### config.mk
export PLATFORM = sky130hd
export DESIGN_NAME = tile_cache_farthest_eviction_top_flat
export DESIGN_NICKNAME = d
export VERILOG_FILES = /design/src/hdl/tcfe_pkg.sv /design/src/hdl/tcfe_stream_if.sv /design/src/hdl/tcfe_cell.sv /design/src/hdl/tile_cache_farthest_eviction_top.sv /design/src/flat_wrapper.sv
export SDC_FILE = /design/constraint.sdc
export NUM_CORES = 1
export LEC_CHECK = 0
export ABC_AREA = 1
export BUFFER_PORTS_ARGS = -buffer_cell sky130_fd_sc_hd__buf_2
export CAP_MARGIN = 20
export CORE_MARGIN = 3
export CORE_UTILIZATION = 60
export CTS_CLUSTER_SIZE = 28
export DETAILED_ROUTE_END_ITERATION = 16
export PLACE_DENSITY = 0.76
export SLEW_MARGIN = 10
export SYNTH_ARGS = -nofsm -noshare
export SYNTH_HDL_FRONTEND = slang
export SYNTH_SLANG_ARGS = --single-unit
### constraint.sdc
create_clock -name clk -period 6.2 [get_ports clk]
set_input_delay 0.31 -clock clk [delete_from_list [all_inputs] [get_ports clk]]
set_output_delay 0.31 -clock clk [all_outputs]
set_load 0.01 [all_outputs]
### src/hdl/tcfe_pkg.sv
package tcfe_pkg;

	localparam int unsigned CacheEntriesDef = 16;
	localparam int unsigned CoordW = 16;
	localparam int unsigned SlotW = 4;
	localparam int unsigned DistW = 18;

	typedef logic signed [CoordW-1:0] coord_t;

	typedef struct packed {
		logic   hit;
		logic [SlotW-1:0] slot;
		logic   evicted;
		coord_t evicted_x;
		coord_t evicted_z;
	} result_t;

	typedef struct packed {
		coord_t tile_x;
		coord_t tile_z;
		coord_t center_x;
		coord_t center_z;
	} request_t;

	typedef enum logic [1:0] {
		ST_IDLE,
		ST_SCAN,
		ST_WRITE,
		ST_OUT
	} state_t;

	// Control broadcast from the sequencer to every cell
	typedef struct packed {
		logic   shift;
		logic   write;
		coord_t wr_col;
		coord_t wr_row;
	} cell_ctrl_t;

	function automatic logic [DistW-1:0] abs_diff(coord_t a, coord_t b);
		logic signed [CoordW:0] d;
		d = {a[CoordW-1], a} - {b[CoordW-1], b};
		return d[CoordW] ? DistW'(-d) : DistW'(d);
	endfunction

endpackage

### src/hdl/tcfe_stream_if.sv
interface tcfe_stream_if #(
	parameter type payload_t = logic
);
	logic     valid;
	logic     ready;
	payload_t data;

	modport source (output valid, output data, input ready);
	modport sink (input valid, input data, output ready);
endinterface

### src/hdl/tcfe_cell.sv
// One cache slot. The entries form a rotating ring: on shift every cell takes
// its neighbor's contents, so the head cell presents each entry in turn.
module tcfe_cell (
	input  logic                clk,
	input  logic                arst_n,
	input  tcfe_pkg::cell_ctrl_t ctrl,
	input  logic                is_target,
	input  logic                prev_valid,
	input  tcfe_pkg::coord_t    prev_col,
	input  tcfe_pkg::coord_t    prev_row,
	output logic                valid,
	output tcfe_pkg::coord_t    col,
	output tcfe_pkg::coord_t    row
);
	logic             valid_q;
	tcfe_pkg::coord_t col_q;
	tcfe_pkg::coord_t row_q;

	// valid bit
	always_ff @(posedge clk or negedge arst_n) begin
		if (!arst_n) begin
			valid_q <= 1'b0;
		end else if (ctrl.shift) begin
			valid_q <= prev_valid;
		end else if (ctrl.write && is_target) begin
			valid_q <= 1'b1;
		end
	end

	// coordinates
	always_ff @(posedge clk) begin
		if (ctrl.shift) begin
			col_q <= prev_col;
			row_q <= prev_row;
		end else if (ctrl.write && is_target) begin
			col_q <= ctrl.wr_col;
			row_q <= ctrl.wr_row;
		end
	end

	assign valid = valid_q;
	assign col   = col_q;
	assign row   = row_q;
endmodule

### src/hdl/tile_cache_farthest_eviction_top.sv
// Channel  Dir  Payload                                   Handshake
// req      in   tile_x, tile_z, center_x, center_z        valid/ready
// rsp      out  hit, slot, evicted, evicted_x, evicted_z  valid/ready
//
// A request is captured first; the cell ring then rotates each entry past the
// head cell in turn, and a write step fills the target slot on a miss;
// the result then sits in the output register until taken.
// The ring ends each scan back in its original order. Reset clears all
// valid bits at once. A stalled response holds the next request off.
module tile_cache_farthest_eviction_top #(
	parameter int unsigned CACHE_ENTRIES = tcfe_pkg::CacheEntriesDef
) (
	input  logic clk,
	input  logic arst_n,
	tcfe_stream_if.sink   req,
	tcfe_stream_if.source rsp
);
	localparam int unsigned IdxW = $clog2(CACHE_ENTRIES);

	tcfe_pkg::state_t     state_q, state_d;
	tcfe_pkg::request_t   req_q;
	tcfe_pkg::result_t    rsp_q;
	logic [IdxW-1:0]      cnt_q;
	logic                 hit_q, empty_q, best_q;
	logic [IdxW-1:0]      hit_idx_q, empty_idx_q, best_idx_q;
	logic [tcfe_pkg::DistW-1:0] best_d_q;
	tcfe_pkg::coord_t     best_col_q, best_row_q;
	tcfe_pkg::cell_ctrl_t ctrl;
	logic [IdxW-1:0]      target;

	logic                 v   [CACHE_ENTRIES];
	tcfe_pkg::coord_t     c   [CACHE_ENTRIES];
	tcfe_pkg::coord_t     r   [CACHE_ENTRIES];

	// cell ring: cell i takes from cell i+1, head cell 0 is examined
	for (genvar i = 0; i < CACHE_ENTRIES; i++) begin : g_cell
		localparam int unsigned Nx = (i + 1) % CACHE_ENTRIES;
		tcfe_cell u_cell (
			.clk        (clk),
			.arst_n     (arst_n),
			.ctrl       (ctrl),
			.is_target  (target == IdxW'(i)),
			.prev_valid (v[Nx]),
			.prev_col   (c[Nx]),
			.prev_row   (r[Nx]),
			.valid      (v[i]),
			.col        (c[i]),
			.row        (r[i])
		);
	end

	// Manhattan distance of the head entry from the center
	logic [tcfe_pkg::DistW-1:0] span_sum;
	assign span_sum = tcfe_pkg::abs_diff(c[0], req_q.center_x)
		+ tcfe_pkg::abs_diff(r[0], req_q.center_z);

	assign target = hit_q ? hit_idx_q : (empty_q ? empty_idx_q : best_idx_q);

	// next state and control
	always_comb begin
		state_d     = state_q;
		ctrl.shift  = 1'b0;
		ctrl.write  = 1'b0;
		ctrl.wr_col = req_q.tile_x;
		ctrl.wr_row = req_q.tile_z;
		unique case (state_q)
			tcfe_pkg::ST_IDLE: begin
				if (req.valid) state_d = tcfe_pkg::ST_SCAN;
			end
			tcfe_pkg::ST_SCAN: begin
				ctrl.shift = 1'b1;
				if (cnt_q == IdxW'(CACHE_ENTRIES - 1)) state_d = tcfe_pkg::ST_WRITE;
			end
			tcfe_pkg::ST_WRITE: begin
				ctrl.write = !hit_q;
				state_d    = tcfe_pkg::ST_OUT;
			end
			tcfe_pkg::ST_OUT: begin
				if (rsp.ready) state_d = tcfe_pkg::ST_IDLE;
			end
			default: state_d = tcfe_pkg::ST_IDLE;
		endcase
	end

	always_ff @(posedge clk or negedge arst_n) begin
		if (!arst_n) state_q <= tcfe_pkg::ST_IDLE;
		else         state_q <= state_d;
	end

	// scan bookkeeping
	always_ff @(posedge clk or negedge arst_n) begin
		if (!arst_n) begin
			cnt_q   <= '0;
			hit_q   <= 1'b0;
			empty_q <= 1'b0;
			best_q  <= 1'b0;
		end else if (state_q == tcfe_pkg::ST_IDLE) begin
			cnt_q   <= '0;
			hit_q   <= 1'b0;
			empty_q <= 1'b0;
			best_q  <= 1'b0;
		end else if (state_q == tcfe_pkg::ST_SCAN) begin
			cnt_q <= cnt_q + 1'b1;
			if (v[0] && !hit_q && c[0] == req_q.tile_x && r[0] == req_q.tile_z)
				hit_q <= 1'b1;
			if (!v[0] && !empty_q) empty_q <= 1'b1;
			if (!best_q || span_sum > best_d_q) best_q <= 1'b1;
		end
	end

	always_ff @(posedge clk) begin
		if (state_q == tcfe_pkg::ST_IDLE && req.valid) req_q <= req.data;
		if (state_q == tcfe_pkg::ST_SCAN) begin
			if (v[0] && !hit_q && c[0] == req_q.tile_x && r[0] == req_q.tile_z)
				hit_idx_q <= cnt_q;
			if (!v[0] && !empty_q) empty_idx_q <= cnt_q;
			if (!best_q || span_sum > best_d_q) begin
				best_d_q   <= span_sum;
				best_idx_q <= cnt_q;
				best_col_q <= c[0];
				best_row_q <= r[0];
			end
		end
		if (state_q == tcfe_pkg::ST_WRITE) begin
			rsp_q.hit       <= hit_q;
			rsp_q.slot      <= tcfe_pkg::SlotW'(32'(target));
			rsp_q.evicted   <= !hit_q && !empty_q;
			rsp_q.evicted_x <= (!hit_q && !empty_q) ? best_col_q : '0;
			rsp_q.evicted_z <= (!hit_q && !empty_q) ? best_row_q : '0;
		end
	end

	assign req.ready = (state_q == tcfe_pkg::ST_IDLE);
	assign rsp.valid = (state_q == tcfe_pkg::ST_OUT);
	assign rsp.data  = rsp_q;

	// assertions
	a_one_side: assert property (@(posedge clk) disable iff (!arst_n)
		!(req.ready && rsp.valid)) else $error("request and response overlap");
	a_scan_len: assert property (@(posedge clk) disable iff (!arst_n)
		(state_q == tcfe_pkg::ST_WRITE) |-> $past(cnt_q) == IdxW'(CACHE_ENTRIES - 1))
		else $error("scan length wrong");
	a_no_evict_hit: assert property (@(posedge clk) disable iff (!arst_n)
		rsp.valid |-> !(rsp_q.hit && rsp_q.evicted)) else $error("hit with eviction");
endmodule
### src/flat_wrapper.sv
// flat-port wrapper written by rule: the top's interface ports become plain ports
module tile_cache_farthest_eviction_top_flat 
#(
	parameter int unsigned CACHE_ENTRIES = tcfe_pkg::CacheEntriesDef
)
  (clk, arst_n, req_valid, req_data, req_ready, rsp_valid, rsp_data, rsp_ready);
  tcfe_stream_if req_i ();
  tcfe_stream_if rsp_i ();
  input  logic clk;
  input  logic arst_n;
  input wire logic [$bits(req_i.valid)-1:0] req_valid;
  input wire logic [$bits(req_i.data)-1:0] req_data;
  output wire logic [$bits(req_i.ready)-1:0] req_ready;
  output wire logic [$bits(rsp_i.valid)-1:0] rsp_valid;
  output wire logic [$bits(rsp_i.data)-1:0] rsp_data;
  input wire logic [$bits(rsp_i.ready)-1:0] rsp_ready;
  assign req_i.valid = req_valid;
  assign req_i.data = req_data;
  assign req_ready = req_i.ready;
  assign rsp_valid = rsp_i.valid;
  assign rsp_data = rsp_i.data;
  assign rsp_i.ready = rsp_ready;
  tile_cache_farthest_eviction_top #(.CACHE_ENTRIES(CACHE_ENTRIES)) u_core (.clk(clk), .arst_n(arst_n), .req(req_i), .rsp(rsp_i));
endmodule
# [After elaboration in Yosys (flattened, before gate mapping)]
# Index checks and enable logic that the tools add are counted.
[classes] eq_ne=22 n_lt_le_gt_ge=1 mux=101 n_addsub=5 n_reduce_logical=58
[op_table] operator="16-bit 2-to-1 mux" n=48
[op_table] operator="1-bit 2-to-1 mux" n=43
[op_table] operator="2-bit nonzero test" n=20
[op_table] operator="4-bit equality test, second input constant" n=9
[op_table] operator="18-bit 2-to-1 mux" n=2
[op_table] operator="16-bit logical NOT" n=2
[op_table] operator="1-bit logical AND" n=22
[op_table] operator="18-bit adder" n=1
[op_table] operator="18-bit > comparator" n=1
[op_table] operator="16-bit negator with 18-bit output" n=1
[op_table] operator="17-bit negator with 18-bit output" n=1
[op_table] operator="16-bit by 2-bit subtractor with 17-bit output" n=1
[op_table] operator="4-bit by 3-bit equality test with 1-bit output, second input constant" n=4
[op_table] operator="4-bit 2-to-1 mux" n=4
[op_table] operator="2-bit AND reduction" n=6
[op_table] operator="4-bit by 2-bit equality test with 1-bit output, second input constant" n=2
[op_table] operator="2-bit case mux with 4 select lines" n=1
[op_table] operator="2-bit 2-to-1 mux" n=3
[op_table] operator="4-bit by 1-bit adder with 4-bit output, second input constant" n=1
[op_table] operator="2-bit equality test, second input constant" n=2
[op_table] operator="4-bit by 1-bit equality test with 1-bit output, second input constant" n=1
[op_table] operator="1-bit logical NOT" n=4
[op_table] operator="4-bit logical NOT" n=1
[op_table] operator="2-bit by 1-bit inequality test with 1-bit output, second input constant" n=2
[op_table] operator="5 further kinds" n=5
[totals] elab_cells=247 regBits=570 output_inout_bits=3 in_bits=5

# [Depth between registers and ports, before layout]
# Gate-level depths: netlist of run 1.
[logic_depth] word_depth=9 ltp_mapped=33 depth_no_buf=33

# [Cells and area by module]
# From an unflattened synthesis of run 1, not the netlist that was laid out.
[hier_totals] cells_unflattened=2876 area_unflattened_um2=28547.4
[modules_own_cells] mod="tcfe_cell" cells_each=144 area_per_inst_um2=1527.7 instances=16 seq_area_each_um2=985.9
[modules_own_cells] mod="tile_cache_farthest_eviction_top" cells_each=572 area_per_inst_um2=4103.9 instances=1 seq_area_each_um2=1216.2

# [Worst setup path before layout of run 1]
# OpenSTA, ideal clock, no wires.
[synth_timing] kind="register -> register" startpoint="reg u_core.g_cell[0].u_cell.row_q[0]" endpoint="reg u_core.best_d_q[0] (netlist bit) (enable)" synth_period_minus_slack_ns=5.508 required_ns=5.789 t_arrival_ns=5.098 n_path_buf=1 slack_ns=0.692 stages_incl_launch_ff=30 setup_time_ns=0.411 cell_sequence="edfxtp_1 inv_1 ha_1 ha_1 nand2_4 nor2_4 nand2_1 nand2_4 buf_2 o21ai_0 fa_1 nand2_1 nand3_1 o21ai_0 o21ai_0 nand3_1 nand2_1 nand3_1 nand2_1 nand2_1 nand2_1 ha_1 nand4_1 inv_1 nand2_1 nor3b_1 o21ai_0 nand2_1 nand2_1 a21oi_1"
[synth_via] elab_chain_len=7
[synth_lines] item="start, declared" line_no="tcfe_cell.sv:17" rtl="tcfe_pkg::coord_t row_q;"
[synth_lines] item="start signal, assigned" line_no="tcfe_cell.sv:34" rtl="row_q <= prev_row;"
[synth_lines] item="start signal, assigned" line_no="tcfe_cell.sv:37" rtl="row_q <= ctrl.wr_row;"
[synth_lines] item="16-bit by 2-bit subtractor with 17-bit output (*)" line_no="tcfe_pkg.sv:42" rtl="d = {a[CoordW-1], a} - {b[CoordW-1], b};"
[synth_lines] item="17-bit negator with 18-bit output" line_no="tcfe_pkg.sv:43" rtl="return d[CoordW] ? DistW'(-d) : DistW'(d);"
[synth_lines] item="18-bit 2-to-1 mux (*)" line_no="tcfe_pkg.sv:43"
[synth_lines] item="18-bit adder (*)" line_no="tile_cache_farthest_eviction_top.sv:55" rtl="+ tcfe_pkg::abs_diff(r[0], req_q.center_z);"
[synth_lines] item="via u_core.span_sum, one bit" line_no="tile_cache_farthest_eviction_top.sv:53" rtl="logic [tcfe_pkg::DistW-1:0] span_sum;"
[synth_lines] item="18-bit > comparator (*)" line_no="tile_cache_farthest_eviction_top.sv:117" rtl="if (!best_q || span_sum > best_d_q) begin"
[synth_lines] item="1-bit logical OR (*)" line_no="tile_cache_farthest_eviction_top.sv:117"
[synth_lines] item="2-bit AND reduction (no source line) (*)"
[synth_lines] item="end signal, assigned" line_no="tile_cache_farthest_eviction_top.sv:118" rtl="best_d_q <= span_sum;"
[synth_lines] item="end, declared" line_no="tile_cache_farthest_eviction_top.sv:26" rtl="logic [tcfe_pkg::DistW-1:0] best_d_q;"
# Mark *: on every way through the listed nets, which the timed path passes. The rest lies on a longest branch.
# A chain may end at the register's enable or synchronous reset.

# [Worst setup path after layout of run 1]
[layout_timing] startpoint="reg u_core.g_cell[0].u_cell.row_q[0]" endpoint="reg u_core.best_d_q[11] (netlist bit) (enable)"
# The elaborated chain is that of the path after synthesis.

==> results, run 1 <==
- The via count of the first global-routing pass was 14.1k.
- The count of buffers added on input and output ports is 7.
- In this design, the stage delay of the slowest critical-path cell is 0.42 ns.
- The maximum operating frequency is 181 MHz.
- On the final layout, the worst clock skew is 0.0365 ns.
- The antenna diode count is 0.
- Measured along the x axis, the die boundary spans 207 µm.
- The worst path setup slack after routing is 0.672 ns.
- The average instance in the mapped netlist occupies 10.8 µm².
- Of the total power, the share spent switching nets is 0.367.
- After floorplanning, the core was divided into 73 placement rows.
- The maximum ir drop on the vdd rail is 0.437 mV.
- The number of detailed-route iterations in the first pass is 6.
- In this run the worst path has a maximum fanout of 18.
- The TritonCTS clock tree is done.
- The initial antenna violation count is 1.
- The kind of cell adding the most delay to the critical path is simple AND/OR/NAND/NOR gates.
- The first routing iteration left 1099 violations.
- In the layout the commonest cells are sky130_fd_sc_hd__nand2_1, sky130_fd_sc_hd__inv_1, sky130_fd_sc_hd__edfxtp_1, sky130_fd_sc_hd__nor2_1, sky130_fd_sc_hd__clkbuf_16.
- Clock tree synthesis inserted a total of 54 buffers.
- The count of nets after finishing is 2331.
- The pin count of the biggest net entering global routing is 273.
- For this configuration, the core starts out at a cell density of 0.609.
- Synthesis produced 2256 cells.
- The area growth from synthesis to layout is 10.1%.
- The clock input transition at the sequential cells of the worst setup and hold paths is 0.06 ns.
- The share of final-layout standard cells stronger than drive strength 1 is 0.0589.
- The worst setup path is launched from a flip-flop.
- Summed over all cells, the static leakage comes to 13.8 nW.
- The number of max-slew violations in the final report is 0.
- Of the post-synthesis cell area, the dominant cell type holds 0.673.
- After routing, the total negative slack on setup checks comes to 0 ns.
- The startpoint of the worst-slack reg-to-reg timing path is u_core.g_cell[0].u_cell.row[0].
- The max-cap check violation count is 0.
- Counting stages on the worst path, the most repeated cell is sky130_fd_sc_hd__nand2_1.
- In this run the worst hold path is classified as input pin to flip-flop.
- The critical path is of the flip-flop to flip-flop type.
- The clock passes through at most 3 buffers.
- Data arrives at the worst endpoint at 5.85 ns.
- The share of total power dissipated in sequential elements is 0.454.
- The mean number of vias per cell is 4.95.
- Dividing the detail-routed wire length by the instance count gives 16.1 µm.
- The placeable core area is 39900 µm².
- Measured against its own limit, the worst slew margin works out to 0.195.
- The total I/O pin count is 8.
- The die covers 43000 µm².
- The detail route stage leaves a number of antenna-violating nets equal to 0.
- The clock latency of the later-clocked register in the worst-skew pair is 0.62 ns.
- The number of fill cells in the layout is 2805.
- Once layout is complete, the utilization of the core stands at 0.670.
- Counting every sink on the clock net gives 570.
- The global-route wire length before repair is 73300 µm.
- For this design the total switching power over the nets is 5.82 mW.
- The source of the critical timing path is u_core.g_cell[0].u_cell.row[0].
- The count of state elements after synthesis is 570.
- The cell area that synthesis handed to floorplanning was 24300 µm².
- The critical path endpoint category is a flip-flop.
- The overall die height is 207 µm.
- The share of total power dissipated in the clock network is 0.205.
- For the pin with the worst max-slew slack, the measured transition is 1.21 ns.
- Setup repair after global routing left no endpoint under its margin.
- Counting I/O delays and the setup requirement, the final critical path takes 5.53 ns.
- Timing analysis after detailed placement gives a worst setup slack of 0.504 ns.
- The overall track demand over capacity in global routing is 0.216.
- The flow ran to the end, and the final reports show no timing, DRC or antenna violations.
- The routed layout has 14.1k vias.
- The power per standard cell area is 593 nW/µm².
- The most common library cell in the layout ignoring fill and taps is sky130_fd_sc_hd__nand2_1.
- The hold path startpoint is rsp_ready.
- Of all cell types, the one taking the most synthesized area is sky130_fd_sc_hd__edfxtp_1.
- The slowest stage of the critical path is the sky130_fd_sc_hd__edfxtp_1 cell.
- The total internal power is 10.1 mW.
- For this run, the number of Yosys warnings is 0.
- For this run, design rule violations remaining after detail routing come to 0.
- STA puts the critical path data required time at 6.52 ns.
- Counting both buffers and inverters, the worst setup path holds a total of 5.
- The fraction of power consumed by combinational cells is 0.341.
- Clock tree synthesis selected as its root buffer the cell sky130_fd_sc_hd__clkbuf_16.
- By area the synthesized netlist is led by sky130_fd_sc_hd__edfxtp_1, sky130_fd_sc_hd__nand2_1, sky130_fd_sc_hd__inv_1.
- The final layout contains routed wiring with a total length of 46000 µm.
- Summed over all nets, the half-perimeter wirelength after detailed placement is 28500 µm.
- Counting distinct cell types in the post-synthesis netlist gives 37.
- The placer congestion estimate is 0.874.
- The share of the Yosys chip area taken by registers is 0.699.
- The CTS H-tree depth is 2.
- The ratio of final minimum period to clock period is 0.892.
- For this run the aggregate overflow at the end of global routing stands at 0.
- The total of endpoints with negative setup slack in the final report is 0.
- The final hold violation count is 0.
==> flip-flops by register name, indices dropped and copies added (netlist names) <==
register / flops
u_core.best_d_q: 18
u_core.best_idx_q: 4
u_core.best_q: 1
u_core.best_row_q: 1
u_core.cnt_q: 4
u_core.empty_idx_q: 4
u_core.empty_q: 1
u_core.g_cell.u_cell.col: 256
u_core.g_cell.u_cell.row: 256
u_core.g_cell.u_cell.valid: 16
u_core.hit_idx_q: 4
u_core.hit_q: 1
u_core.req_q: 1
u_core.rsp.data: 1
u_core.state_q: 2
==> final timing paths <==
path / to / slack [ns] / cells after the start
worst max-delay path: u_core.best_d_q[11] / 0.67 / 32
worst min-delay path: u_core.state_q[1] / 0.16 / 4
worst max register to register: u_core.best_d_q[11] / 0.67 / 32
worst min register to register: u_core.g_cell[3].u_cell.col[12] / 0.48 / 2
max in group asynchronous: u_core.hit_q / 5.52 / 2
min in group asynchronous: u_core.cnt_q[0] / 0.27 / 2
==> per-layer routing <==
metal  global-route usage  part of all wire  vias to the layer above
met2                0.359              0.49                      383
met5                    0                 0                        -
li1                     -                 -                     6960
met3               0.0408             0.061                       96
met1                0.290              0.42                     6676
met4               0.0735             0.029                        0
==> power by group through the flow <==
stage,Combinational [mW],Sequential [mW],Clock [mW]
after floorplan,3.88,7.04,0
after global placement,5.25,7.23,0
after detailed placement,5.42,7.26,0
after CTS,5.46,7.21,3.32
after global routing,6.19,7.35,3.45
final,5.41,7.21,3.25
==> layout make-up <==
type	instances	area [µm²]	share of cell area
Clock buffer	72	1490	0.0558
Clock inverter	29	259	0.00968
Inverter	636	2390	0.0892
Multi-Input combinational cell	988	4700	0.176
Sequential cell	570	17000	0.635
Tap cell	525	657	0.0245
Timing Repair Buffer	31	268	0.0100
==> cell usage after synthesis, drive strengths merged <==
cell / count
a22oi: 7
fa: 1
inv: 636
o21a: 1
o21ai: 23
a31oi: 6
nand4: 7
conb: 1
nor4: 3
nor2b: 1
buf: 6
clkbuf: 57
o221ai: 1
nor3: 8
xnor2: 9
edfxtp: 545
o311ai: 1
nor2: 99
a21oi: 47
nand2: 657
xor2: 29
nand3b: 4
o21bai: 1
nand3: 30
dfrtp: 25
ha: 44
a21o: 3
nor3b: 1
a211oi: 3
==> per-stage QoR <==
stage / instances / hold slack (ns) / power (mW) / instance area, µm²
final: 2851 / 0.161 / 15.9 / 26800
after global routing: 2851 / 0.191 / 17.0 / 26800
after CTS: 2851 / 0.123 / 16.0 / 26800
after detailed placement: 2747 / 0.338 / 12.7 / 25000
after global placement: 2746 / 0.341 / 12.5 / 25000
after floorplan: 2257 / 0.0144 / 10.9 / 24300
==> tightest hold or removal path, delay by kind of cell <==
kind | cells | cell delay, ns
AOI/OAI and AO/OA | 2 | 0.22
buffers and inverters | 1 | 0.08
and+or+nand+nor | 1 | 0.13
==> repair_timing <==
action,CTS,global route
endpoints found under the hold margin,27,0
resized for setup,0,2
buffers inserted,0,0
setup endpoints to repair,0,18
hold buffers,3,0
==> logic make-up after synthesis <==
family,after synthesis,synth area share
and+or+nand+nor,810,0.134
buffers and inverters,699,0.108
DFF,570,0.699
AOI/OAI and AO/OA,93,0.0213
adders and majority gates,45,0.0235
xor gates and xnor gates,38,0.0137
other,1,0.000154
Note: power is estimated with default switching activity, not from simulation.
==> inputs of run 2 (changes only) <==
--- a/config.mk
+++ b/config.mk
@@ -12,6 +12,7 @@
 export CORE_UTILIZATION = 60
 export CTS_CLUSTER_SIZE = 28
 export DETAILED_ROUTE_END_ITERATION = 16
+export GPL_TIMING_DRIVEN = 0
 export PLACE_DENSITY = 0.76
 export SLEW_MARGIN = 10
 export SYNTH_ARGS = -nofsm -noshare
==> run 2 against run 1 <==
Against the previous run:
- combinational power rose by 3.7%
- first-iteration DRC count grew 6.6%
- sequential power is 0.7% higher
- largest power group unchanged
==> results, run 2 (synthesis results as in run 1) <==
- The tightest slew margin relative to the limit is 0.510 (+0.315).
- The pre-CTS setup slack is 0.133 ns (-0.371 ns).
- The final antenna-violating net count is 0 (unchanged).
- The layout-stage area growth over the synthesis result is 11.9%.
- The standard-cell row count is 73 (unchanged).
- The placer congestion estimate is 0.872 (-0.22%).
- The share of the core filled with cells in the final layout was 0.682 (+0.0111).
- Tracing the worst setup path back leads to its startpoint at u_core.g_cell[0].u_cell.row[0].
- Leaving out fill and tap cells, the most frequent cells in the layout are sky130_fd_sc_hd__nand2_1, sky130_fd_sc_hd__inv_1, sky130_fd_sc_hd__edfxtp_1, sky130_fd_sc_hd__nor2_1, sky130_fd_sc_hd__clkbuf_1.
- The data arrival time of the critical path is 5.93 ns (+0.08 ns).
- The CTS H-tree depth is 2 (unchanged).
- TritonCTS built the clock tree.
- The clock skew was 0.0401 ns (+0.00359 ns).
- The critical path endpoint category is a flip-flop.
- The final hold violation count came to 0 (unchanged).
- The cell area after placement is 25400 µm² (+1.5%).
- The global-route wire length before repair is 71000 µm (-3.1%).
- The overall die height came to 207 µm (unchanged).
- The total clock sinks is 570 (unchanged).
- The setup slack on the worst flop-to-flop path is 0.56 ns (-0.11 ns).
- The count of nets after finishing came to 2391 (+2.6%).
- The setup TNS after final layout is 0 ns (unchanged).
- The cell area after layout is 27200 µm² (+1.7%).
- The total I/O pin count came to 8 (unchanged).
- The worst min-delay path class is input pin to flip-flop.
- The max-cap check violation count came to 0 (unchanged).
- The post-detailed-route DRC marker count is 0 (unchanged).
- The via count of the first global-routing pass is 14.0k (-0.66%).
- The number of max-slew violations in the final report is 0 (unchanged).
- The flow ran to the end, and the final reports show no timing, DRC or antenna violations.
- The hold path startpoint is req_valid.
- The critical path startpoint category is a flip-flop.
- The leakage power figure is 13.9 nW (+0.92%).
- The post-route total power was 16.1 mW (+1.2%).
- The violation count after the first detailed-route iteration is 1171 (+6.6%).
- The ratio of final minimum period to clock period came to 0.910 (+0.0182).
- The data required time of the worst path is 6.49 ns (-0.03 ns).
- The starting utilization of the core area is 0.609 (unchanged).
- The worst path setup slack after routing came to 0.559 ns (-0.113 ns).
- The count of buffers from port buffering is 7 (unchanged).
- The floorplan die area came to 43000 µm² (unchanged).
- The number of detailed-route iterations in the first pass was 5 (-1).
- The sum of routed wire length over all layers is 44300 µm (-3.6%).
- The biggest cell delay along the critical path is 0.52 ns (+0.10 ns).
- The cell count after placement came to 2803 (+2.0%).
- The pin count of the biggest net entering global routing is 33 (-88%).
- The total number of vias is 14.3k (+1.1%).
- The antenna diode count is 0 (unchanged).
- The total congestion overflow after global routing is 0 (unchanged).
- The power per standard cell area was 591 nW/µm² (-0.45%).
- The master cell of the clock root buffer is sky130_fd_sc_hd__clkbuf_16.
- Setup repair after global routing left no endpoint under its margin.
- The number of buffers inserted during clock tree synthesis is 55 (+1.9%).
- The maximum fanout count along the critical path is 10 (-8).
- The minimum clock period is 5.64 ns (+0.113 ns).
- The worst hold margin is 0.0661 ns (-0.0945 ns).
- The share of final-layout standard cells stronger than drive strength 1 is 0.0554 (-0.00346).
- The actual transition at the worst max-transition pin came to 0.735 ns (-0.472 ns).
- The most common library cell in the layout ignoring fill and taps is sky130_fd_sc_hd__nand2_1.
- The placeable core area is 39900 µm² (unchanged).
- The HPWL reported at the end of detailed placement is 30900 µm (+8.6%).
- The floorplan die width came to 207 µm (unchanged).
- The clock latency of the later-clocked register in the worst-skew pair was 0.62 ns (about the same).
- The slowest stage cell on the critical path is sky130_fd_sc_hd__fa_1.
- The maximum ir drop on the vdd rail was 0.371 mV (-15%).
- The number of buffers between clock root and the deepest sink was 3 (unchanged).
- The most used cell along the critical path is sky130_fd_sc_hd__nand2_1.
- The clock input transition at the sequential cells of the worst setup and hold paths is 0.06 ns (about the same).
- The number of standard cells in the layout, taps in and fillers out is 2906 (+1.9%).
- The total of endpoints with negative setup slack in the final report is 0 (unchanged).
- The mean number of vias per cell was 4.91 (-0.85%).
- The average detailed-routed wire length per instance came to 15.2 µm (-5.4%).
- The overall track demand over capacity in global routing is 0.208 (-0.00802).
- The startpoint identified for the worst register-to-register timing path is u_core.g_cell[0].u_cell.row[0].
- The initial antenna violation count is 0 (-1).
- The maximum operating frequency was 177 MHz (-2.0%).
- By startpoint and endpoint, the worst setup path is classified as flip-flop to flip-flop.
-- run 2: power by group --
group,switching (mW),internal [mW],total [mW]
registers,0.656,6.60,7.26
clock network,1.39,1.81,3.20
logic,3.79,1.82,5.61
total,5.84,10.2,16.1
-- run 2: worst paths after layout --
path,end,cells past startpoint
max,u_core.best_idx_q[1],30
min,u_core.req_q[0],3
max reg2reg,u_core.best_idx_q[1],30
min reg2reg,u_core.g_cell[9].u_cell.row[10],2
max in group asynchronous,u_core.empty_q,2
min in group asynchronous,u_core.state_q[0],2
-- run 2: final cells by class --
class	count	area (µm²)
fillers	2707	12700
well taps	525	657
multi-input cells	988	4700
flip-flops and latches	570	17000
plain buffers	63	238
inverters	636	2390
clock inverters	28	297
clock buffers	69	1430
repair buffers	27	505
-- run 2: repair_timing --
action,in CTS,in global routing
setup endpoints to repair,0,23
setup buffers,0,1
resized for setup,0,3
endpoints found under the hold margin,26,0
hold buffers,2,0
-- run 2: critical path: cells and delay by family (launching register included) --
kind | cells | cell delay [ns]
AND/OR/NAND/NOR | 17 | 1.76
adder cells (fa/ha/maj) | 4 | 1.50
AO/OA/AOI/OAI | 5 | 0.89
buffers and inverters | 4 | 0.66
flip-flops | 1 | 0.50
-- run 2: metal layers --
layer  vias to the layer above  wire [µm]  GRT usage
li1                       7104          -          -
met1                      6700      18400      0.280
met2                       373      21600      0.345
met3                        88       2930     0.0352
met4                         0       1370     0.0768
met5                         -          0          0
